===== config.mk =====
export PLATFORM = sky130hd
export DESIGN_NAME = bpru_pixel_out
export DESIGN_NICKNAME = d
export VERILOG_FILES = /design/src/bpru_pkg.sv /design/src/bpru_pixel_out.sv
export SDC_FILE = /design/constraint.sdc
export NUM_CORES = 1
export LEC_CHECK = 0
export ABC_AREA = 1
export BUFFER_PORTS_ARGS = -buffer_cell sky130_fd_sc_hd__buf_2
export CAP_MARGIN = 20
export CORE_AREA = 5 5 68 64
export CTS_BUF_LIST = sky130_fd_sc_hd__clkbuf_4
export DETAILED_ROUTE_END_ITERATION = 8
export DIE_AREA = 0 0 73 69
export HOLD_SLACK_MARGIN = 0.02
export PLACE_DENSITY = 0.87
export SLEW_MARGIN = 30
export SYNTH_ARGS = -nofsm -noshare
export SYNTH_HDL_FRONTEND = slang
export SYNTH_SLANG_ARGS = --single-unit
export TNS_END_PERCENT = 20

===== constraint.sdc =====
create_clock -name clk -period 3.54 [get_ports clk]
set_input_delay 0.177 -clock clk [delete_from_list [all_inputs] [get_ports clk]]
set_output_delay 0.177 -clock clk [all_outputs]
set_load 0.01 [all_outputs]

===== src/bpru_pkg.sv =====
// Shared types, codes and tables for the BMP pixel row unpacker.
// No dependencies; every other file imports this package.
package bpru_pkg;

  // Field and counter widths
  localparam int DIM_W      = 13;
  localparam int RBC_W      = 15;
  localparam int CFG_IDX_W  = 2;
  localparam int CFG_DATA_W = 13;

  // Default sizes
  localparam int DEF_MAX_WIDTH     = 4096;
  localparam int DEF_MAX_HEIGHT    = 4096;
  localparam int DEF_PALETTE_DEPTH = 256;

  // Input word operation codes
  localparam logic OP_PIXEL   = 1'b0;
  localparam logic OP_PALETTE = 1'b1;

  // Configuration register indexes
  localparam logic [CFG_IDX_W-1:0] REG_PIXEL_FORMAT = 2'd0;
  localparam logic [CFG_IDX_W-1:0] REG_IMAGE_WIDTH  = 2'd1;
  localparam logic [CFG_IDX_W-1:0] REG_IMAGE_HEIGHT = 2'd2;

  // Pixel format codes
  typedef enum logic [2:0] {
    FMT_1BPP  = 3'd0,
    FMT_2BPP  = 3'd1,
    FMT_4BPP  = 3'd2,
    FMT_8BPP  = 3'd3,
    FMT_16BPP = 3'd4,
    FMT_24BPP = 3'd5,
    FMT_32BPP = 3'd6,
    FMT_RSVD  = 3'd7
  } fmt_t;

  localparam logic [7:0] ALPHA_OPAQUE = 8'hFF;

  typedef struct packed {
    logic       operation;
    logic [7:0] data_byte;
    logic [7:0] palette_index;
    logic [7:0] palette_red;
    logic [7:0] palette_green;
    logic [7:0] palette_blue;
  } in_word_t;

  typedef struct packed {
    logic [7:0] red;
    logic [7:0] green;
    logic [7:0] blue;
    logic [7:0] alpha;
    logic       row_end;
    logic       image_end;
    logic       last_of_run;
  } out_word_t;

  // One pixel issued by the byte sequencer toward the output stage
  typedef struct packed {
    logic        direct;
    logic        oob;
    logic [23:0] rgb;
    logic [7:0]  alpha;
    logic        row_end;
    logic        image_end;
    logic        last_of_run;
  } pix_ctl_t;

  // floor(x * 255 / 31) for a 5-bit field
  localparam logic [7:0] SCALE5_LUT [32] = '{
    8'd0,   8'd8,   8'd16,  8'd24,  8'd32,  8'd41,  8'd49,  8'd57,
    8'd65,  8'd74,  8'd82,  8'd90,  8'd98,  8'd106, 8'd115, 8'd123,
    8'd131, 8'd139, 8'd148, 8'd156, 8'd164, 8'd172, 8'd180, 8'd189,
    8'd197, 8'd205, 8'd213, 8'd222, 8'd230, 8'd238, 8'd246, 8'd255
  };

endpackage


===== src/bpru_pixel_out.sv =====
// Output stage aligned with the palette read data; selects the final color.
// Depends on bpru_pkg for pix_ctl_t and out_word_t.
module bpru_pixel_out import bpru_pkg::*; (
  input  logic        clk,
  input  logic        rst_n,
  input  logic        emit_valid,
  input  pix_ctl_t    emit_ctl,
  input  logic [23:0] pal_rdata,
  output logic        take,
  output logic        out_valid,
  input  logic        out_ready,
  output out_word_t   out_data
);

  logic     p_valid_r, p_valid_nxt;
  pix_ctl_t p_ctl_r, p_ctl_nxt;
  logic [23:0] rgb;

  // Advance when the output word is empty or being taken
  assign take = !p_valid_r || out_ready;

  always_comb begin
    p_valid_nxt = p_valid_r;
    p_ctl_nxt   = p_ctl_r;
    if (take) begin
      p_valid_nxt = emit_valid;
      p_ctl_nxt   = emit_ctl;
    end
  end

  always_ff @(posedge clk) begin
    if (!rst_n) begin
      p_valid_r <= 1'b0;
    end else begin
      p_valid_r <= p_valid_nxt;
    end
  end

  always_ff @(posedge clk) begin
    p_ctl_r <= p_ctl_nxt;
  end

  // Pick direct color, palette entry, or black for an index past the palette
  always_comb begin
    if (p_ctl_r.direct) begin
      rgb = p_ctl_r.rgb;
    end else if (p_ctl_r.oob) begin
      rgb = '0;
    end else begin
      rgb = pal_rdata;
    end
    out_data.red         = rgb[23:16];
    out_data.green       = rgb[15:8];
    out_data.blue        = rgb[7:0];
    out_data.alpha       = p_ctl_r.alpha;
    out_data.row_end     = p_ctl_r.row_end;
    out_data.image_end   = p_ctl_r.image_end;
    out_data.last_of_run = p_ctl_r.last_of_run;
  end

  assign out_valid = p_valid_r;

endmodule


==> results summary <==
The number of DRC markers in iteration 0 is 40. Among the stages of the critical path, the cell type that occurs most often is sky130_fd_sc_hd__nand2_1. The worst pin sits at a relative slew slack of 0.383. The later-pin clock latency in the skew report is around 0.33 ns. The critical path goes through nor2_8 -> nand2_1 -> nand2_1 -> buf_2.

The sum of negative setup slack came out at 0 ns. The global-route wire length before repair came out at approximately 6200 µm. During placement, the flow inserted port buffers numbering 101. Max-cap violations in this run came to 0. The share of cells above drive strength 1 is 0.420. The switching share of power is 0.223. The clock skew came out at around 0.011 ns. The average cell area after synthesis is 11.9 µm². The total iterations of the first detailed-routing run is 4. Post-CTS timing repair inserted 0 buffers for setup. The combined global-route utilization of all metal layers came out at 0.160. The analysis attributes to cell leakage a power of ~1.2 nW. The number of max-slew violations in the final report came out at 0. The number of sinks on the clock net came out at 38.

The relative contribution of sequential cells to total power came out at 0.545. In this run the vertical extent of the chip is around 70 µm. The count of warnings emitted by yosys came out at 0. The post-route fraction of the period consumed by the critical path came out at 0.578.

STA classifies the critical path endpoint as an output port. The number of nets produced by synthesis came out at between 150 and 200. The clock tree root buffer cell is sky130_fd_sc_hd__clkbuf_4. The fraction of power consumed by combinational cells came out at 0.162. Data on the critical path is required at its endpoint by between 3 and 4 ns.

The number of antenna repair diodes is 0. In this run the cell area of the synthesized design comes to roughly 1600 µm². Summing over every cut layer, the via total after detailed routing is 1360. The worst min-delay path class is primary input to register. Routability-driven placement finished with a final weighted congestion of around 0.69. By startpoint and endpoint, the worst setup path is classified as register to output port.

For the worst setup path, the data arrival time is roughly 1.9 ns. The largest driver fanout on the critical path came out at 25. Counting every instance in the synthesized netlist gives about 130. The share of total power in the clock network is 0.293.

The die area came out at 5040 µm². The slowest stage of the critical path is the sky130_fd_sc_hd__edfxtp_1 cell. The count of unique library cells instantiated by Yosys is 9. The number of buffers added by the clock tree synthesis step came out at 5. In the final routed layout, each cell accounts on average for 12.4 µm. Clock-pin slew was measured on the worst setup and hold paths at 0.11 ns. The number of hold-slack violations in the final timing report came to 0. The H-tree level count came out at 2. The flip-flop and latch count after synthesis is 38. The number of nets in the layout is between 300 and 400. The count of unresolved DRC violations after routing came out at 0. The switching component of the power came out at 221 µW. The detailed-route vias per instance is 4.39. After legalization and detailed placement, the total HPWL measured around 2400 µm. The area added between synthesis and finish came out at 57.6%. The critical path's largest stage delay came out at between 0.7 and 0.8 ns.

Summed over all layers, the global routing overflow is 0. The total power of the final layout is ~990 µW. The overall routed net length came out at roughly 3800 µm. Setup repair after global routing left no endpoint under its margin. The run finished with clean final reports. The count of endpoints failing setup in the final report came out at 0. The clock tree from TritonCTS is done. The count of boundary I/O pins is roughly 100. The internal power of the cells came out at 772 µW. Summed over all instances, the cell type with the most area after synthesis is sky130_fd_sc_hd__edfxtp_1. The initial standard-cell utilization of the core came out at 0.439. The number of cell rows came out at 21. The initial antenna violation count is 0. The area fraction of the dominant cell type after synthesis is 0.708. The power density over the cells is roughly 400 nW/µm². The worst setup path is launched from a register. The number of nets still failing antenna checks after routing came out at 0.

The maximum frequency from static timing analysis came out at between 400 and 500 MHz. The area of the core is around 3600 µm². The smallest clock period supported by the final layout is computed as approximately 2 ns.

In the post-synthesis netlist, the biggest area contributors are sky130_fd_sc_hd__edfxtp_1 (71%), sky130_fd_sc_hd__nand2_1 (17%), sky130_fd_sc_hd__buf_4 (5.7%), sky130_fd_sc_hd__buf_6 (2.2%), sky130_fd_sc_hd__dfxtp_1 (1.3%). The worst-case IR drop observed on VDD is between 0.2 and 0.3 mV. The die width is 73 µm. The sequential cell area fraction in the yosys report came out at 0.720. The number of buffers on the longest clock path is 2.

The pin count of the biggest net entering global routing came out at 26. The transition at the pin with the smallest max-transition slack came out at a little over 0.9 ns. The via count of the first global-routing pass is ~1400.
==> kinds of logic after synthesis <==
family          after synthesis  synth area share
buf+inv                      19            0.0892
flops                        38             0.720
compound gates                1           0.00318
simple gates                 74             0.187
==> power by group through the flow <==
| stage | combinational (mW) | sequential (mW) | clock, mW |
|---|---|---|---|
| 2_1_floorplan | 0.0755 | 0.545 | 0 |
| 3_3_place_gp | 0.126 | 0.550 | 0 |
| 3_5_place_dp | 0.128 | 0.552 | 0 |
| 4_1_cts | 0.160 | 0.541 | 0.299 |
| 5_1_grt | 0.178 | 0.545 | 0.318 |
| 6_report | 0.161 | 0.541 | 0.291 |
==> worst paths after layout <==
| path | cells past startpoint | endpoint | from | slack [ns] |
|---|---|---|---|---|
| min | 3 | out_valid | emit_valid | 0.06 |
| max | 4 | out_data[13] | p_ctl_r[36] | 1.49 |
| max reg2reg | 2 | p_ctl_r[15] | out_valid | 2.02 |
| min reg2reg | 1 | out_data[2] | out_valid | 1.01 |
==> layout by cell type, fill, tap and decap left out <==
cell and count:
sky130_fd_sc_hd__edfxtp_1 37, sky130_fd_sc_hd__clkbuf_4 6, sky130_fd_sc_hd__buf_2 101, sky130_fd_sc_hd__nor2_8 1, sky130_fd_sc_hd__a21oi_1 1, sky130_fd_sc_hd__dlygate4sd3_1 38, sky130_fd_sc_hd__buf_4 1, sky130_fd_sc_hd__dfxtp_1 1
sky130_fd_sc_hd__clkinvlp_4 1, sky130_fd_sc_hd__bufinv_16 1, sky130_fd_sc_hd__inv_1 3, sky130_fd_sc_hd__nand2_1 73
==> critical path, delay by kind of cell (launching register included) <==
kind          cells  cell delay [ns]
buf+inv           1             0.13
flops             1             0.78
simple gates      3             0.61
==> Yosys cell counts, drive strengths merged <==
cell,instances
nand2,73
edfxtp,37
buf,16
inv,3
a21oi,1
dfxtp,1
nor2,1
==> per-layer routing <==
| metal | up-vias | GRT usage | wire [µm] |
|---|---|---|---|
| li1 | 680 | - | - |
| met1 | 611 | 0.140 | 1180 |
| met2 | 57 | 0.309 | 2210 |
| met3 | 12 | 0.0669 | 369 |
| met4 | 0 | 0.0553 | 85 |
| met5 | - | 0 | 0 |
==> area by class of cell <==
type	count	area, µm²
clock buffer	6	45.0
clock inverter	2	37.5
fill	261	1100
inverter	3	11.3
multi-input combinational	75	299
sequential	38	1130
tap	46	57.6
timing repair buffer	140	893
==> flip-flops by register name, summed over array words and instances (netlist names) <==
register / cells
p_ctl_r: 26
out_valid: 1
out_data: 11
==> repair_timing <==
action                     4_1_cts  5_1_grt
setup endpoints to repair        0        0
hold buffers                    37        1
hold endpoints to repair        37        1
resized for setup                0        0
==> stage by stage <==
step	setup slack, ns	utilization	hold WS (ns)	area (µm²)	instances
4_1_cts	1.46	0.690	0.0239	2460	309
5_1_grt	1.29	0.693	0.0337	2470	310
3_5_place_dp	1.85	0.563	0.355	2010	264
6_report	1.49	0.693	0.0582	2470	310
2_1_floorplan	1.93	-	0.276	1570	132
3_3_place_gp	1.91	0.563	0.354	2010	264
Power figures use the tool's default switching activity.
