<file path="src/bpru_pkg.sv">
// Shared types, codes and tables for the BMP pixel row unpacker.
// No dependencies; every other file imports this package.
package bpru_pkg;

  // Field and counter widths
  localparam int DIM_W      = 13;
  localparam int RBC_W      = 15;
  localparam int CFG_IDX_W  = 2;
  localparam int CFG_DATA_W = 13;

  // Default sizes
  localparam int DEF_MAX_WIDTH     = 4096;
  localparam int DEF_MAX_HEIGHT    = 4096;
  localparam int DEF_PALETTE_DEPTH = 256;

  // Input word operation codes
  localparam logic OP_PIXEL   = 1'b0;
  localparam logic OP_PALETTE = 1'b1;

  // Configuration register indexes
  localparam logic [CFG_IDX_W-1:0] REG_PIXEL_FORMAT = 2'd0;
  localparam logic [CFG_IDX_W-1:0] REG_IMAGE_WIDTH  = 2'd1;
  localparam logic [CFG_IDX_W-1:0] REG_IMAGE_HEIGHT = 2'd2;

  // Pixel format codes
  typedef enum logic [2:0] {
    FMT_1BPP  = 3'd0,
    FMT_2BPP  = 3'd1,
    FMT_4BPP  = 3'd2,
    FMT_8BPP  = 3'd3,
    FMT_16BPP = 3'd4,
    FMT_24BPP = 3'd5,
    FMT_32BPP = 3'd6,
    FMT_RSVD  = 3'd7
  } fmt_t;

  localparam logic [7:0] ALPHA_OPAQUE = 8'hFF;

  typedef struct packed {
    logic       operation;
    logic [7:0] data_byte;
    logic [7:0] palette_index;
    logic [7:0] palette_red;
    logic [7:0] palette_green;
    logic [7:0] palette_blue;
  } in_word_t;

  typedef struct packed {
    logic [7:0] red;
    logic [7:0] green;
    logic [7:0] blue;
    logic [7:0] alpha;
    logic       row_end;
    logic       image_end;
    logic       last_of_run;
  } out_word_t;

  // One pixel issued by the byte sequencer toward the output stage
  typedef struct packed {
    logic        direct;
    logic        oob;
    logic [23:0] rgb;
    logic [7:0]  alpha;
    logic        row_end;
    logic        image_end;
    logic        last_of_run;
  } pix_ctl_t;

  // floor(x * 255 / 31) for a 5-bit field
  localparam logic [7:0] SCALE5_LUT [32] = '{
    8'd0,   8'd8,   8'd16,  8'd24,  8'd32,  8'd41,  8'd49,  8'd57,
    8'd65,  8'd74,  8'd82,  8'd90,  8'd98,  8'd106, 8'd115, 8'd123,
    8'd131, 8'd139, 8'd148, 8'd156, 8'd164, 8'd172, 8'd180, 8'd189,
    8'd197, 8'd205, 8'd213, 8'd222, 8'd230, 8'd238, 8'd246, 8'd255
  };

endpackage

</file>
<file path="src/bpru_byte_ctl.sv">
// Configuration registers, row/byte counters and the per-byte pixel sequencer.
// Depends on bpru_pkg; drives the palette ports and feeds bpru_pixel_out.
module bpru_byte_ctl import bpru_pkg::*; #(
  parameter int MAX_WIDTH     = DEF_MAX_WIDTH,
  parameter int MAX_HEIGHT    = DEF_MAX_HEIGHT,
  parameter int PALETTE_DEPTH = DEF_PALETTE_DEPTH,
  localparam int AW = $clog2(PALETTE_DEPTH)
) (
  input  logic                  clk,
  input  logic                  rst_n,
  input  logic                  in_valid,
  output logic                  in_ready,
  input  in_word_t              in_data,
  input  logic                  cfg_wr_en,
  input  logic [CFG_IDX_W-1:0]  cfg_index,
  input  logic [CFG_DATA_W-1:0] cfg_data,
  input  logic                  take,
  output logic                  emit_valid,
  output pix_ctl_t              emit_ctl,
  output logic                  pal_we,
  output logic [AW-1:0]         pal_waddr,
  output logic [23:0]           pal_wdata,
  output logic                  pal_re,
  output logic [AW-1:0]         pal_raddr
);

  // Configuration
  fmt_t             fmt_r;
  logic [DIM_W-1:0] width_r, height_r;
  logic [DIM_W-1:0] width_cl, height_cl;

  // Stream state
  logic [RBC_W-1:0] rbc_r, rbc_nxt;
  logic [DIM_W-1:0] rpc_r, rpc_nxt;
  logic [DIM_W-1:0] rc_r, rc_nxt;
  logic [23:0]      gather_r, gather_nxt;
  logic [1:0]       phase_r, phase_nxt;

  // Sequencer
  logic             busy_r, busy_nxt;
  logic             direct_r, direct_nxt;
  logic [7:0]       sh_r, sh_nxt;
  logic [3:0]       cnt_r, cnt_nxt;
  logic [DIM_W-1:0] pix_r, pix_nxt;
  logic [DIM_W-1:0] snap_rc_r, snap_rc_nxt;
  logic [23:0]      color_r, color_nxt;
  logic [7:0]       alpha_r, alpha_nxt;

  logic             in_fire, emit_fire, last_pix, pix_byte;
  logic [17:0]      row_bits;
  logic [RBC_W-1:0] row_bytes, padded, rbc_inc;
  logic [3:0]       per_byte, n_pix;
  logic [DIM_W-1:0] remain;
  logic [1:0]       phase_last;
  logic [15:0]      word16;
  logic [7:0]       idx;
  logic             row_end;

  // Clamp written dimensions to 1 .. MAX
  always_comb begin
    if (cfg_data == '0) begin
      width_cl = DIM_W'(1);
    end else if (cfg_data > MAX_WIDTH) begin
      width_cl = DIM_W'(MAX_WIDTH);
    end else begin
      width_cl = cfg_data;
    end
    if (cfg_data == '0) begin
      height_cl = DIM_W'(1);
    end else if (cfg_data > MAX_HEIGHT) begin
      height_cl = DIM_W'(MAX_HEIGHT);
    end else begin
      height_cl = cfg_data;
    end
  end

  always_ff @(posedge clk) begin
    if (!rst_n) begin
      fmt_r    <= FMT_1BPP;
      width_r  <= DIM_W'(1);
      height_r <= DIM_W'(1);
    end else if (cfg_wr_en) begin
      unique case (cfg_index)
        REG_PIXEL_FORMAT: fmt_r    <= fmt_t'(cfg_data[2:0]);
        REG_IMAGE_WIDTH:  width_r  <= width_cl;
        REG_IMAGE_HEIGHT: height_r <= height_cl;
        default: ;
      endcase
    end
  end

  // Padded row length in bytes
  always_comb begin
    unique case (fmt_r)
      FMT_1BPP:  row_bits = 18'(width_r);
      FMT_2BPP:  row_bits = 18'(width_r) << 1;
      FMT_4BPP:  row_bits = 18'(width_r) << 2;
      FMT_8BPP:  row_bits = 18'(width_r) << 3;
      FMT_16BPP: row_bits = 18'(width_r) << 4;
      FMT_24BPP: row_bits = (18'(width_r) << 4) + (18'(width_r) << 3);
      FMT_32BPP: row_bits = 18'(width_r) << 5;
      default:   row_bits = '0;
    endcase
    row_bytes = RBC_W'((row_bits + 18'd7) >> 3);
    padded    = RBC_W'(row_bytes + RBC_W'(3)) & ~RBC_W'(3);
  end

  // Current palette index out of the shifted byte
  always_comb begin
    unique case (fmt_r)
      FMT_1BPP: begin
        idx    = 8'(sh_r[7]);
        sh_nxt = sh_r << 1;
      end
      FMT_2BPP: begin
        idx    = 8'(sh_r[7:6]);
        sh_nxt = sh_r << 2;
      end
      FMT_4BPP: begin
        idx    = 8'(sh_r[7:4]);
        sh_nxt = sh_r << 4;
      end
      default: begin
        idx    = sh_r;
        sh_nxt = sh_r;
      end
    endcase
  end

  // Handshakes
  assign last_pix   = (cnt_r == 4'd1);
  assign emit_fire  = busy_r && take;
  assign in_ready   = !busy_r || (emit_fire && last_pix);
  assign in_fire    = in_valid && in_ready;
  assign pix_byte   = in_fire && (in_data.operation == OP_PIXEL) &&
                      (fmt_r != FMT_RSVD) && (rc_r < height_r);

  // Palette write port
  assign pal_we    = in_fire && (in_data.operation == OP_PALETTE) &&
                     (in_data.palette_index < PALETTE_DEPTH);
  assign pal_waddr = in_data.palette_index[AW-1:0];
  assign pal_wdata = {in_data.palette_red, in_data.palette_green, in_data.palette_blue};

  // Palette read and pixel issue
  assign row_end   = (DIM_W'(pix_r + 1'b1) == width_r);
  assign pal_re    = emit_fire && !direct_r;
  assign pal_raddr = idx[AW-1:0];
  assign emit_valid = busy_r;
  always_comb begin
    emit_ctl.direct      = direct_r;
    emit_ctl.oob         = (idx >= PALETTE_DEPTH);
    emit_ctl.rgb         = color_r;
    emit_ctl.alpha       = alpha_r;
    emit_ctl.row_end     = row_end;
    emit_ctl.image_end   = row_end && (DIM_W'(snap_rc_r + 1'b1) == height_r);
    emit_ctl.last_of_run = last_pix;
  end

  // Stream counters and sequencer load
  always_comb begin
    rbc_nxt     = rbc_r;
    rpc_nxt     = rpc_r;
    rc_nxt      = rc_r;
    gather_nxt  = gather_r;
    phase_nxt   = phase_r;
    busy_nxt    = busy_r;
    direct_nxt  = direct_r;
    cnt_nxt     = cnt_r;
    pix_nxt     = pix_r;
    snap_rc_nxt = snap_rc_r;
    color_nxt   = color_r;
    alpha_nxt   = alpha_r;
    per_byte    = 4'd8 >> fmt_r;
    remain      = width_r - rpc_r;
    n_pix       = (remain < DIM_W'(per_byte)) ? remain[3:0] : per_byte;
    phase_last  = 2'(fmt_r - FMT_8BPP);
    word16      = {in_data.data_byte, gather_r[7:0]};
    rbc_inc     = RBC_W'(rbc_r + 1'b1);

    // Advance sequencer on each issued pixel
    if (emit_fire) begin
      cnt_nxt = cnt_r - 4'd1;
      pix_nxt = DIM_W'(pix_r + 1'b1);
      if (last_pix) begin
        busy_nxt = 1'b0;
      end
    end

    if (pix_byte) begin
      if (rpc_r < width_r) begin
        if (fmt_r <= FMT_8BPP) begin
          busy_nxt    = 1'b1;
          direct_nxt  = 1'b0;
          cnt_nxt     = n_pix;
          pix_nxt     = rpc_r;
          snap_rc_nxt = rc_r;
          alpha_nxt   = ALPHA_OPAQUE;
          rpc_nxt     = DIM_W'(rpc_r + n_pix);
        end else if (phase_r < phase_last) begin
          // Gather the next byte of a multi-byte pixel
          case (phase_r)
            2'd0:    gather_nxt[7:0]   = in_data.data_byte;
            2'd1:    gather_nxt[15:8]  = in_data.data_byte;
            default: gather_nxt[23:16] = in_data.data_byte;
          endcase
          phase_nxt = 2'(phase_r + 1'b1);
        end else begin
          busy_nxt    = 1'b1;
          direct_nxt  = 1'b1;
          cnt_nxt     = 4'd1;
          pix_nxt     = rpc_r;
          snap_rc_nxt = rc_r;
          rpc_nxt     = DIM_W'(rpc_r + 1'b1);
          gather_nxt  = '0;
          phase_nxt   = '0;
          case (fmt_r)
            FMT_16BPP: begin
              color_nxt = {SCALE5_LUT[word16[14:10]], SCALE5_LUT[word16[9:5]],
                           SCALE5_LUT[word16[4:0]]};
              alpha_nxt = ALPHA_OPAQUE;
            end
            FMT_24BPP: begin
              color_nxt = {in_data.data_byte, gather_r[15:8], gather_r[7:0]};
              alpha_nxt = ALPHA_OPAQUE;
            end
            default: begin
              color_nxt = gather_r;
              alpha_nxt = in_data.data_byte;
            end
          endcase
        end
      end
      // Drop padding and close the row
      if (rbc_inc >= padded) begin
        rbc_nxt    = '0;
        rpc_nxt    = '0;
        gather_nxt = '0;
        phase_nxt  = '0;
        rc_nxt     = DIM_W'(rc_r + 1'b1);
      end else begin
        rbc_nxt = rbc_inc;
      end
    end

    // Restart the stream on a write to the format, width or height register
    if (cfg_wr_en && (cfg_index == REG_PIXEL_FORMAT || cfg_index == REG_IMAGE_WIDTH ||
                      cfg_index == REG_IMAGE_HEIGHT)) begin
      rbc_nxt    = '0;
      rpc_nxt    = '0;
      rc_nxt     = '0;
      gather_nxt = '0;
      phase_nxt  = '0;
    end
  end

  always_ff @(posedge clk) begin
    if (!rst_n) begin
      rbc_r    <= '0;
      rpc_r    <= '0;
      rc_r     <= '0;
      gather_r <= '0;
      phase_r  <= '0;
      busy_r   <= 1'b0;
    end else begin
      rbc_r    <= rbc_nxt;
      rpc_r    <= rpc_nxt;
      rc_r     <= rc_nxt;
      gather_r <= gather_nxt;
      phase_r  <= phase_nxt;
      busy_r   <= busy_nxt;
    end
  end

  // Sequencer payload: load the byte or shift out one pixel's bits
  always_ff @(posedge clk) begin
    if (pix_byte) begin
      sh_r <= in_data.data_byte;
    end else if (emit_fire) begin
      sh_r <= sh_nxt;
    end
    direct_r  <= direct_nxt;
    cnt_r     <= cnt_nxt;
    pix_r     <= pix_nxt;
    snap_rc_r <= snap_rc_nxt;
    color_r   <= color_nxt;
    alpha_r   <= alpha_nxt;
  end

endmodule

</file>
<file path="config.mk">
export PLATFORM = sky130hd
export DESIGN_NAME = bpru_byte_ctl
export DESIGN_NICKNAME = d
export VERILOG_FILES = /design/src/bpru_pkg.sv /design/src/bpru_byte_ctl.sv
export SDC_FILE = /design/constraint.sdc
export NUM_CORES = 1
export LEC_CHECK = 0
export BUFFER_PORTS_ARGS = -buffer_cell sky130_fd_sc_hd__buf_2
export CORE_UTILIZATION = 60
export DETAILED_ROUTE_END_ITERATION = 8
export GPL_TIMING_DRIVEN = 0
export PLACE_DENSITY = 0.81
export SYNTH_ARGS = -nofsm -noshare
export SYNTH_HDL_FRONTEND = slang
export SYNTH_SLANG_ARGS = --single-unit
</file>
<file path="constraint.sdc">
create_clock -name clk -period 8.5 [get_ports clk]
set_input_delay 1.7 -clock clk [delete_from_list [all_inputs] [get_ports clk]]
set_output_delay 1.7 -clock clk [all_outputs]
set_load 0.01 [all_outputs]
</file>
==> insert_results.sql, run 1 <==
INSERT INTO impl_metrics (metric_group, metric, value, unit) VALUES
('grt', 'grt_antenna_before_repair', '0', ''),
('placement', 'gp_congestion', '0.9228', ''),
('grt', 'largest_net_degree_at_the_start_of_global_routing', '32', ''),
('clock_tree', 'clk_path_buf_depth', '2', ''),
('clock_tree', 'clkSinkCount', '168', ''),
('die', 'fp.coreArea', '18830', 'µm²'),
('drt', 'met1_wire_length', '12990', 'µm'),
('synth', 'synth_area', '11570', 'µm²'),
('synth', 'syn-num-nets', '1512', ''),
('setup_path', 'regToRegStartpoint', 'fmt_r[2]', ''),
('synth', 'yosysTopAreaCell', 'sky130_fd_sc_hd__dfxtp_1', ''),
('power_and_ir_drop', 'power.share.switching', '31.48', '%'),
('setup_path', 'critical-path-max-stage-delay', '510', 'ps'),
('outcome', 'status', 'finished clean', ''),
('setup_path', 'path_delay_family', 'buffers and inverters', ''),
('drt', 'top_layer_used', 'met4', ''),
('setup_path', 'timing.critical_path.required', '8830', 'ps'),
('final_layout', 'syn_to_final_growth', '12.81', '%'),
('die', 'floorplan.io_pins', '142', ''),
('final_layout', 'drive_gt1_share', '15.20', '%'),
('drt', 'routed_wire_length_per_instance', '17.70', 'µm'),
('drt', 'avgViaCountPerCell', '6.048', ''),
('grt', 'grt-ovfl-total', '0', ''),
('final_layout', 'final-seq-area', '3904', 'µm²'),
('synth', 'syn_inst', '1376', ''),
('drt', 'drt_wl_total', '31390', 'µm'),
('clock_tree', 'cts_root_buffer', 'sky130_fd_sc_hd__clkbuf_16', ''),
('synth', 'netlist_top_cells_count', 'sky130_fd_sc_hd__nand2_1, sky130_fd_sc_hd__dfxtp_1, sky130_fd_sc_hd__nor2_1', ''),
('setup_path', 'crit_path_top_delay_cell', 'sky130_fd_sc_hd__buf_1', ''),
('drt', 'antenna_violating_nets_post_route', '0', ''),
('setup_path', 'cp_startpoint', 'fmt_r[2]', ''),
('grt', 'first_global_vias', '10249', ''),
('final_layout', 'n_antenna_cell', '0', ''),
('clock_tree', 'worst_skew_pair.late_latency', '440', 'ps'),
('sta', 'clock_skew', '10.50', 'ps'),
('die', 'initial_utilization', '61.47', '%'),
('drt', 'drt_drc_violations_left', '0', ''),
('power_and_ir_drop', 'power.switching', '0.6508', 'mW'),
('sta', 'max_slew_margin', '22.38', '%'),
('synth', 'post-synth-top-count-cell', 'sky130_fd_sc_hd__nand2_1', ''),
('clock_tree', 'cts_htree_levels', '4', ''),
('drt', 'drt_pre_antenna_iters', '6', ''),
('setup_path', 'crit_cells', '23', ''),
('grt', 'grt_util_all_layers', '32.16', '%'),
('sta', 'hold_viol', '0', ''),
('power_and_ir_drop', 'combPwrFrac', '18.7', '%'),
('setup_path', 'timing.critical_path.to_type', 'flip-flop', ''),
('sta', 'post-route-min-period', '5823', 'ps'),
('setup_path', 'crit_chain', 'buf_2, buf_2, buf_2, buf_1, nor2_1, clkbuf_1, inv_1, ha_1, a21oi_1, nor2b_1, o21ai_0, o211ai_1, a2111o_1, nor3_4, mux2i_1, or2_1, ha_1, fa_1, a21o_1, a21oi_1, nor4_1, xnor2_1, nor2_1', ''),
('die', 'die_area', '19850', 'µm²'),
('final_layout', 'num-fill-cells', '1537', ''),
('sta', 'worst_slew_pin_slew', '1152', 'ps'),
('setup_path', 'worstPathBufferInverterCount', '6', ''),
('sta', 'maxClockFrequency', '171.7', 'MHz'),
('clock_tree', 'cts.reportedPaths.clkPinSlew', '80', 'ps'),
('power_and_ir_drop', 'total_power', '2.067', 'mW'),
('setup_path', 'critPathKind', 'flip-flop to flip-flop', ''),
('sta', 'finalSetupTns', '0', 'ps'),
('hold_path', 'worst_hold_startpoint', 'gather_r[15]', ''),
('power_and_ir_drop', 'total_leakage_power', '5.328', 'nW'),
('setup_path', 'timing.critical_path.arrival', '6150', 'ps'),
('setup_path', 'worstRegToRegCells', '23', ''),
('power_and_ir_drop', 'peakVddDrop', '0.1512', 'mV'),
('synth', 'synth.ff_latch_count', '168', ''),
('clock_tree', 'cts.hold.buffers_added', '0', ''),
('synth', 'synth_cell_type_count', '83', ''),
('placement', 'dpl.hpwl', '23690', 'µm'),
('sta', 'slew_viol_final', '0', ''),
('synth', 'synth.avg_cell_area', '8.412', 'µm²'),
('power_and_ir_drop', 'power_density', '158.3', 'nW/µm²'),
('clock_tree', 'cts_tree', 'built', '');
## worst min-delay path: cells and delay by family (launching register included)
kind	cells	cell delay (ps)
flip-flops	1	320
multiplexers	1	60
AND/OR/NAND/NOR	1	50
## per-layer routing
metal | track usage (%) | vias up
li1 | - | 5072
met1 | 39.75 | 5114
met2 | 55.35 | 457
met3 | 5.333 | 80
met4 | 13.90 | 0
met5 | 0 | -
## power by group through the flow
| stage | Clock [mW] | Combinational, mW | Sequential [mW] |
|---|---|---|---|
| floorplan | 0 | 0.272 | 0.905 |
| global placement | 0 | 0.367 | 0.912 |
| detailed placement | 0 | 0.375 | 0.913 |
| CTS | 0.789 | 0.380 | 0.895 |
| global route | 0.820 | 0.421 | 0.900 |
| finish | 0.786 | 0.386 | 0.896 |
## worst paths after layout
| kind | to | slack [ps] |
|---|---|---|
| max | rpc_r[12] | 2680 |
| min | gather_r[15] | 470 |
| max reg2reg | rpc_r[12] | 2680 |
| min reg2reg | gather_r[15] | 470 |
## registers in the layout, indices dropped and copies added (netlist names)
| signal | count |
|---|---|
| alpha_r | 8 |
| cnt_r | 4 |
| color_r | 24 |
| direct_r | 1 |
| emit_valid | 1 |
| fmt_r | 3 |
| gather_r | 24 |
| height_r | 13 |
| phase_r | 2 |
| pix_r | 13 |
| rbc_r | 15 |
| rc_r | 13 |
| rpc_r | 13 |
| sh_r | 8 |
| snap_rc_r | 13 |
| width_r | 13 |
## cells in the final DEF (no fill, tap or decap), types with 9 or more instances in the layout
cell,synthesis,final
sky130_fd_sc_hd__nor2b_1,27,27
sky130_fd_sc_hd__clkbuf_1,46,45
sky130_fd_sc_hd__clkbuf_16,0,17
sky130_fd_sc_hd__and3_1,22,22
sky130_fd_sc_hd__a21oi_1,54,54
sky130_fd_sc_hd__a22oi_1,25,25
sky130_fd_sc_hd__dfxtp_1,114,114
sky130_fd_sc_hd__nor4_1,9,9
sky130_fd_sc_hd__a21boi_0,25,25
sky130_fd_sc_hd__or3_1,11,11
sky130_fd_sc_hd__xor2_1,48,48
sky130_fd_sc_hd__edfxtp_1,54,54
sky130_fd_sc_hd__a21o_1,21,21
sky130_fd_sc_hd__nand2_1,209,209
sky130_fd_sc_hd__nor3_1,21,21
sky130_fd_sc_hd__nand3_1,42,42
sky130_fd_sc_hd__mux2i_1,36,36
sky130_fd_sc_hd__buf_4,36,36
sky130_fd_sc_hd__o21ai_0,53,53
sky130_fd_sc_hd__and2_1,16,16
sky130_fd_sc_hd__nand2b_1,10,10
sky130_fd_sc_hd__nor3b_1,9,9
sky130_fd_sc_hd__xnor2_1,61,61
sky130_fd_sc_hd__nor2_1,101,101
sky130_fd_sc_hd__inv_1,59,59
sky130_fd_sc_hd__or2_2,13,13
sky130_fd_sc_hd__ha_1,72,72
sky130_fd_sc_hd__buf_2,16,120
sky130_fd_sc_hd__nand4_1,16,16
sky130_fd_sc_hd__a31oi_1,12,12
sky130_fd_sc_hd__a22o_1,14,14
## layout make-up
class                           instances  area share, %
Buffer                                102          4.130
Clock buffer                           17          3.258
Clock inverter                         15          1.409
Inverter                               60          1.725
Multi-Input combinational cell       1046          53.02
Sequential cell                       168          29.90
Tap cell                              260          2.491
Timing Repair Buffer                  105          4.072
## metrics by stage
stage / hold slack [ps] / util (%) / cell area, µm² / cells / setup WS, ps
finish: 470.8 / 69.34 / 13060 / 1773 / 2677
global route: 487.9 / 69.34 / 13060 / 1773 / 2400
CTS: 468.7 / 69.34 / 13060 / 1773 / 2787
detailed placement: 457.8 / 66.11 / 12450 / 1741 / 2861
global placement: 445.1 / 65.96 / 12420 / 1740 / 1633
floorplan: 438.2 / - / 11570 / 1376 / 3024
## kinds of logic (layout without fill, tap and decap cells)
group	Yosys count	count (layout)	share of synthesized area [%]
and+or+nand+nor	527	527	21.73
AOI/OAI and AO/OA	296	296	18.06
DFF	168	168	33.73
buffers and inverters	162	299	6.594
xor gates and xnor gates	109	109	8.248
adders and majority gates	75	75	8.302
muxes	38	38	3.308
other	1	1	0.03240
Power figures use the tool's default switching activity.
==> run 2: changes to the inputs <==
CORE_UTILIZATION = 54   (was 60)
PLACE_DENSITY = 0.77   (was 0.81)
clock period = 5.19 ns   (was 8.5 ns; I/O delays follow)
==> run 2 against run 1 <==
  * First-iteration DRC count is 1.3% higher
  * Setup slack worse by 2500 ps
  * Die area is 11% higher
  * Largest cell class unchanged
  * Largest power group unchanged
==> insert_results.sql, run 2 (same netlist as run 1, synthesis figures left out) <==
INSERT INTO impl_metrics (metric_group, metric, value, unit) VALUES
('die', 'initial_utilization', '55.06', '%'),
('outcome', 'status', 'finished clean', ''),
('final_layout', 'instances_no_fill', '1804', ''),
('sta', 'finalSetupTns', '0', 'ps'),
('final_layout', 'num-fill-cells', '1774', ''),
('drt', 'drt_drc_violations_left', '0', ''),
('grt', 'grt_util_all_layers', '29.31', '%'),
('setup_path', 'crit_path_top_delay_cell', 'sky130_fd_sc_hd__dfxtp_4', ''),
('setup_path', 'path_delay_family', 'simple AND/OR/NAND/NOR gates', ''),
('job', 'timing.max_cap.violations', '0', ''),
('die', 'floorplan.io_pins', '142', ''),
('power_and_ir_drop', 'power_frac_seq', '43.2', '%'),
('power_and_ir_drop', 'total_leakage_power', '5.474', 'nW'),
('final_layout', 'final_net_count', '1652', ''),
('sta', 'setup-violations-final', '0', ''),
('final_layout', 'top_regs', 'color_r x24, gather_r x24, rbc_r x15', ''),
('grt', 'grt_antenna_before_repair', '0', ''),
('grt', 'groute.layer.met1.usage', '38.91', '%'),
('clock_tree', 'clk_path_buf_depth', '2', ''),
('placement', 'port_buffers', '104', ''),
('sta', 'clock_skew', '11.82', 'ps'),
('setup_path', 'worstPathBufferInverterCount', '2', ''),
('setup_path', 'critPathKind', 'flip-flop to flip-flop', ''),
('sta', 'max_slew_margin', '26.67', '%'),
('clock_tree', 'cts_root_buffer', 'sky130_fd_sc_hd__clkbuf_16', ''),
('grt', 'first_pass_grt_wire_length', '50620', 'µm'),
('placement', 'dpl.hpwl', '23380', 'µm'),
('sta', 'fin_worst_hold_slack', '463.8', 'ps'),
('die', 'die_area', '22020', 'µm²'),
('power_and_ir_drop', 'power_density', '253.6', 'nW/µm²'),
('drt', 'vias', '10622', ''),
('die', 'std_cell_rows', '53', ''),
('clock_tree', 'cts_tree', 'built', ''),
('power_and_ir_drop', 'clockPowerShare', '37.1', '%'),
('setup_path', 'timing.critical_path.arrival', '5350', 'ps'),
('setup_path', 'critical-path-max-stage-delay', '400', 'ps'),
('grt', 'globalRoute.busiestLayer', 'met2', ''),
('power_and_ir_drop', 'peakVddDrop', '0.2419', 'mV'),
('setup_path', 'crit_chain', 'ha_2, inv_1, fa_1, nand2b_1, a21oi_2, o41ai_2, o21ai_2, a211oi_1, or4_1, and3_1, nor4_2, xnor2_1, ha_1, and4_1, nand4_1, nand2_1, a31oi_4, nand2b_1, buf_2, and2_1, or3_1, a21oi_1', ''),
('placement', 'post_dp_cell_area', '12470', 'µm²'),
('drt', 'avgViaCountPerCell', '5.888', ''),
('drt', 'antenna_violating_nets_post_route', '0', ''),
('power_and_ir_drop', 'power.switching', '1.067', 'mW'),
('clock_tree', 'cts_htree_levels', '4', ''),
('clock_tree', 'cts_made_buffers', '17', ''),
('setup_path', 'worstPathMaxFanout', '6', ''),
('power_and_ir_drop', 'total_power', '3.397', 'mW'),
('final_layout', 'drive_gt1_share', '18.25', '%'),
('final_layout', 'n_antenna_cell', '0', ''),
('sta', 'post-route-worst-setup-slack', '218.3', 'ps'),
('setup_path', 'timing.critical_path.to_type', 'flip-flop', ''),
('drt', 'drt_pre_antenna_iters', '6', ''),
('placement', 'gp_congestion', '0.9626', ''),
('grt', 'grt-ovfl-total', '0', ''),
('die', 'die_width', '148.4', 'µm'),
('drt', 'routed_wire_length_per_instance', '17.69', 'µm'),
('sta', 'worst_slew_pin_slew', '1088', 'ps'),
('final_layout', 'syn_to_final_growth', '15.75', '%'),
('final_layout', 'final_cell_mix', 'sky130_fd_sc_hd__nand2_1, sky130_fd_sc_hd__buf_2, sky130_fd_sc_hd__dfxtp_1', ''),
('power_and_ir_drop', 'power.share.switching', '31.40', '%'),
('sta', 'hold_viol', '0', ''),
('hold_path', 'path_type_of_the_worst_min_delay_path', 'flip-flop to flip-flop', ''),
('clock_tree', 'worst_skew_pair.late_latency', '450', 'ps'),
('placement', 'cell_total_after_placement', '1756', ''),
('sta', 'slew_viol_final', '0', ''),
('drt', 'drt_wl_total', '31910', 'µm'),
('clock_tree', 'cts.reportedPaths.clkPinSlew', '70', 'ps'),
('grt', 'globalRouteMet3Util', '5.092', '%'),
('sta', 'final.period_utilization', '95.79', '%'),
('final_layout', 'final_common_cell', 'sky130_fd_sc_hd__nand2_1', ''),
('die', 'fp.coreArea', '21020', 'µm²'),
('grt', 'largest_net_degree_at_the_start_of_global_routing', '32', ''),
('final_layout', 'post_route_utilization', '63.73', '%'),
('placement', 'dp_slack', '-565.8', 'ps'),
('setup_path', 'timing.critical_path.required', '5570', 'ps'),
('power_and_ir_drop', 'combPwrFrac', '19.7', '%'),
('grt', 'first_global_vias', '9883', ''),
('final_layout', 'design_area_final', '13400', 'µm²'),
('power_and_ir_drop', 'internal_power_of_the_cells', '2.331', 'mW'),
('grt', 'use_met2', '47.04', '%'),
('sta', 'maxClockFrequency', '201.1', 'MHz'),
('clock_tree', 'clkSinkCount', '168', ''),
('drt', 'drtIter0Drc', '914', ''),
('setup_path', 'worstSetupStartpointType', 'flip-flop', ''),
('sta', 'post-route-min-period', '4972', 'ps'),
('setup_path', 'timing.critical_path.mode_cell', 'sky130_fd_sc_hd__nand2b_1', ''),
('die', 'die-height', '148.4', 'µm');
==> run 2: tightest hold or removal path, stage by stage, from the launching register on <==
cell,delay [ps]
sky130_fd_sc_hd__dfxtp_1,310
sky130_fd_sc_hd__nand2_1,50
sky130_fd_sc_hd__mux2i_1,60
==> run 2: power by group through the flow <==
| stage | logic (mW) | registers, mW | clock network, mW |
|---|---|---|---|
| 2_1_floorplan | 0.446 | 1.48 | 0 |
| 3_3_place_gp | 0.604 | 1.49 | 0 |
| 3_5_place_dp | 0.618 | 1.50 | 0 |
| 4_1_cts | 0.644 | 1.47 | 1.26 |
| 5_1_grt | 0.729 | 1.47 | 1.32 |
| 6_report | 0.669 | 1.47 | 1.26 |
==> run 2: worst paths after layout <==
path	slack, ps	end	startpoint	cells past startpoint
setup / recovery	220	rpc_r[4]	width_r[0]	22
hold / removal	460	gather_r[22]	gather_r[22]	2
setup reg to reg	220	rpc_r[4]	width_r[0]	22
hold reg to reg	460	gather_r[22]	gather_r[22]	2
==> run 2: per-layer routing <==
metal,up-vias,wire (µm)
li1,5112,-
met2,452,14790
met3,87,2356
met4,0,1021
met5,-,0
met1,4971,13740
==> run 2: repair_timing <==
action,in CTS,in global routing
resized for setup,21,46
endpoints found under the setup margin,63,67
hold buffers,0,0
pin swaps,6,10
setup buffers,9,7
==> run 2: final cells by class <==
type / count / area, µm² / share of cell area, %
well taps: 275 / 344.1 / 2.568
flip-flops and latches: 168 / 3918 / 29.24
clock inverters: 15 / 152.6 / 1.139
multi-input cells: 1046 / 7073 / 52.79
repair buffers: 121 / 680.7 / 5.080
plain buffers: 102 / 579.3 / 4.324
clock buffers: 17 / 425.4 / 3.175
inverters: 60 / 225.2 / 1.681
==> run 3: changes to the inputs <==
RECOVER_POWER = 25   (was unset)
==> run 3 against run 2 <==
  * Sequential share of layout area increased by 0.099 points
  * Clock skew increased by 0.81 ps
  * Maximum frequency decreased by 0.34%
  * Flip-flop and latch count unchanged
  * Setup slack got worse by 17 ps
  * Register-to-register slack got worse by 20 ps
  * Utilization decreased by 0.21 points
  * Final area decreased by 0.34%
  * Global-route usage unchanged
  * Count of clock-buffer cells in the layout unchanged
  * Critical path type unchanged
  * Critical endpoint is now rpc_r[2]
==> insert_results.sql, run 3 (same netlist as run 1, synthesis figures left out) <==
INSERT INTO impl_metrics (metric_group, metric, value, unit) VALUES
('drt', 'drt_drc_violations_left', '0', ''),
('job', 'timing.max_cap.violations', '0', ''),
('sta', 'setup-violations-final', '0', ''),
('drt', 'drt_wl_total', '31930', 'µm'),
('power_and_ir_drop', 'internal_power_of_the_cells', '2.329', 'mW'),
('setup_path', 'timing.critical_path.arrival', '5350', 'ps'),
('sta', 'clock_skew', '12.62', 'ps'),
('sta', 'slew_viol_final', '0', ''),
('drt', 'avgViaCountPerCell', '5.912', ''),
('sta', 'max_slew_margin', '27.01', '%'),
('clock_tree', 'cts_tree', 'built', ''),
('sta', 'worst_slew_pin_slew', '1083', 'ps'),
('sta', 'post-route-worst-setup-slack', '201.4', 'ps'),
('power_and_ir_drop', 'peakVddDrop', '0.2405', 'mV'),
('drt', 'vias', '10666', ''),
('drt', 'antenna_violating_nets_post_route', '0', ''),
('grt', 'grt_antenna_before_repair', '0', ''),
('setup_path', 'timing.critical_path.mode_cell', 'sky130_fd_sc_hd__nand2b_1', ''),
('final_layout', 'final_common_cell', 'sky130_fd_sc_hd__nand2_1', ''),
('outcome', 'status', 'finished clean', ''),
('grt', 'largest_net_degree_at_the_start_of_global_routing', '32', ''),
('setup_path', 'timing.critical_path.to_type', 'flip-flop', ''),
('placement', 'dpl.hpwl', '23380', 'µm'),
('die', 'die_area', '22020', 'µm²'),
('die', 'initial_utilization', '55.06', '%'),
('clock_tree', 'clk_path_buf_depth', '2', ''),
('placement', 'dp_slack', '-565.8', 'ps'),
('hold_path', 'path_type_of_the_worst_min_delay_path', 'flip-flop to flip-flop', ''),
('drt', 'drtIter0Drc', '1011', ''),
('final_layout', 'drive_gt1_share', '15.89', '%'),
('final_layout', 'top_regs', 'color_r x24, gather_r x24, rbc_r x15', ''),
('setup_path', 'crit_chain', 'ha_2, inv_1, fa_1, nand2b_1, a21oi_2, o41ai_2, o21ai_2, a211oi_1, or4_1, and3_1, nor4_2, xnor2_1, ha_1, and4_1, nand4_1, nand2_1, a31oi_4, nand2b_1, buf_2, and2_1, a32oi_1, nor2_1', ''),
('setup_path', 'regToRegStartpoint', 'width_r[0]', ''),
('grt', 'first_global_vias', '9883', ''),
('power_and_ir_drop', 'combPwrFrac', '19.7', '%'),
('power_and_ir_drop', 'power.share.switching', '31.33', '%'),
('grt', 'grt-ovfl-total', '0', ''),
('sta', 'hold_viol', '0', ''),
('die', 'floorplan.io_pins', '142', ''),
('power_and_ir_drop', 'clockPowerShare', '37.0', '%'),
('final_layout', 'final-seq-area', '3918', 'µm²'),
('setup_path', 'worstSetupStartpointType', 'flip-flop', ''),
('clock_tree', 'cts.reportedPaths.clkPinSlew', '70', 'ps'),
('setup_path', 'timing.critical_path.required', '5550', 'ps'),
('power_and_ir_drop', 'power_frac_seq', '43.2', '%'),
('die', 'fp.coreArea', '21020', 'µm²'),
('setup_path', 'crit_path_top_delay_cell', 'sky130_fd_sc_hd__dfxtp_4', ''),
('setup_path', 'cp_startpoint', 'width_r[0]', ''),
('placement', 'gp_congestion', '0.9626', ''),
('sta', 'maxClockFrequency', '200.5', 'MHz'),
('sta', 'final.period_utilization', '96.12', '%'),
('drt', 'drt_pre_antenna_iters', '7', ''),
('clock_tree', 'clkSinkCount', '168', ''),
('clock_tree', 'cts_root_buffer', 'sky130_fd_sc_hd__clkbuf_16', ''),
('final_layout', 'final_cell_mix', 'sky130_fd_sc_hd__nand2_1, sky130_fd_sc_hd__dfxtp_1, sky130_fd_sc_hd__nor2_1', ''),
('power_and_ir_drop', 'total_leakage_power', '5.382', 'nW'),
('hold_path', 'worst_hold_startpoint', 'gather_r[22]', ''),
('clock_tree', 'cts.hold.buffers_added', '0', ''),
('power_and_ir_drop', 'power.switching', '1.063', 'mW'),
('final_layout', 'final_net_count', '1652', ''),
('sta', 'finalSetupTns', '0', 'ps'),
('setup_path', 'worstPathMaxFanout', '6', ''),
('final_layout', 'syn_to_final_growth', '15.36', '%'),
('placement', 'port_buffers', '104', ''),
('final_layout', 'n_antenna_cell', '0', ''),
('grt', 'first_pass_grt_wire_length', '50620', 'µm'),
('clock_tree', 'cts_htree_levels', '4', ''),
('setup_path', 'critPathKind', 'flip-flop to flip-flop', ''),
('setup_path', 'rrSetupSlack', '200', 'ps'),
('power_and_ir_drop', 'total_power', '3.392', 'mW'),
('die', 'die_width', '148.4', 'µm'),
('final_layout', 'num-fill-cells', '1797', ''),
('power_and_ir_drop', 'power_density', '254.0', 'nW/µm²'),
('sta', 'post-route-min-period', '4989', 'ps'),
('die', 'die-height', '148.4', 'µm'),
('final_layout', 'multiInputGateArea', '7073', 'µm²'),
('drt', 'routed_wire_length_per_instance', '17.70', 'µm'),
('clock_tree', 'worst_skew_pair.late_latency', '450', 'ps'),
('grt', 'grt_util_all_layers', '29.31', '%'),
('die', 'std_cell_rows', '53', ''),
('setup_path', 'critical-path-max-stage-delay', '400', 'ps'),
('clock_tree', 'cts_made_buffers', '17', '');
==> run 3: cell count changes in the layout (fill, tap and decap cells not counted) <==
cell and change:
sky130_fd_sc_hd__buf_2 -36, sky130_fd_sc_hd__clkbuf_1 +36
==> run 3: layout make-up <==
type                    instances  area share, %
inverters                      60          1.687
well taps                     275          2.577
clock inverters                15          1.143
clock buffers                  17          3.186
flip-flops and latches        168          29.34
multi-input cells            1046          52.97
plain buffers                 102          4.338
repair buffers                121          4.760
==> run 3: power groups by stage <==
stage | logic [mW] | clock network (mW) | registers (mW)
2_1_floorplan | 0.446 | 0 | 1.48
3_3_place_gp | 0.604 | 0 | 1.49
3_5_place_dp | 0.618 | 0 | 1.50
4_1_cts | 0.644 | 1.26 | 1.47
5_1_grt | 0.728 | 1.32 | 1.47
6_report | 0.669 | 1.26 | 1.47
==> run 3: timing repair <==
| item | in CTS | in global routing |
|---|---|---|
| endpoints found under the setup margin | 63 | 67 |
| setup buffers | 9 | 7 |
| pin swaps | 6 | 10 |
| resized for setup | 21 | 46 |
==> run 3: path summary, 6_finish.rpt <==
| path | to | cells after the start |
|---|---|---|
| worst max-delay path | rpc_r[2] | 22 |
| worst min-delay path | gather_r[22] | 2 |
| worst max register to register | rpc_r[2] | 22 |
| worst min register to register | gather_r[22] | 2 |
==> run 3: stage by stage <==
step | utilization (%) | hold slack, ps | cells | cell area [µm²]
detailed placement | 59.31 | 456.9 | 1756 | 12470
floorplan | - | 438.2 | 1376 | 11570
global placement | 59.18 | 446.7 | 1755 | 12440
global route | 63.52 | 479.2 | 1804 | 13350
CTS | 62.84 | 467.7 | 1797 | 13210
finish | 63.52 | 463.4 | 1804 | 13350
==> run 3: critical path, delay by kind of cell, from the launching register on <==
family                     cells  cell delay, ps
adders and majority gates      3             960
DFF                            1             400
buffers and inverters          2             280
AOI/OAI and AO/OA              6            1080
xor gates and xnor gates       1             140
and+or+nand+nor               10            2040
==> run 3: layer usage <==
| layer | routed length [µm] | GRT usage, % | vias to the layer above |
|---|---|---|---|
| li1 | - | - | 5108 |
| met1 | 13680 | 38.91 | 4994 |
| met2 | 14720 | 47.04 | 472 |
| met3 | 2466 | 5.092 | 92 |
| met4 | 1066 | 12.32 | 0 |
| met5 | 0 | 0 | - |
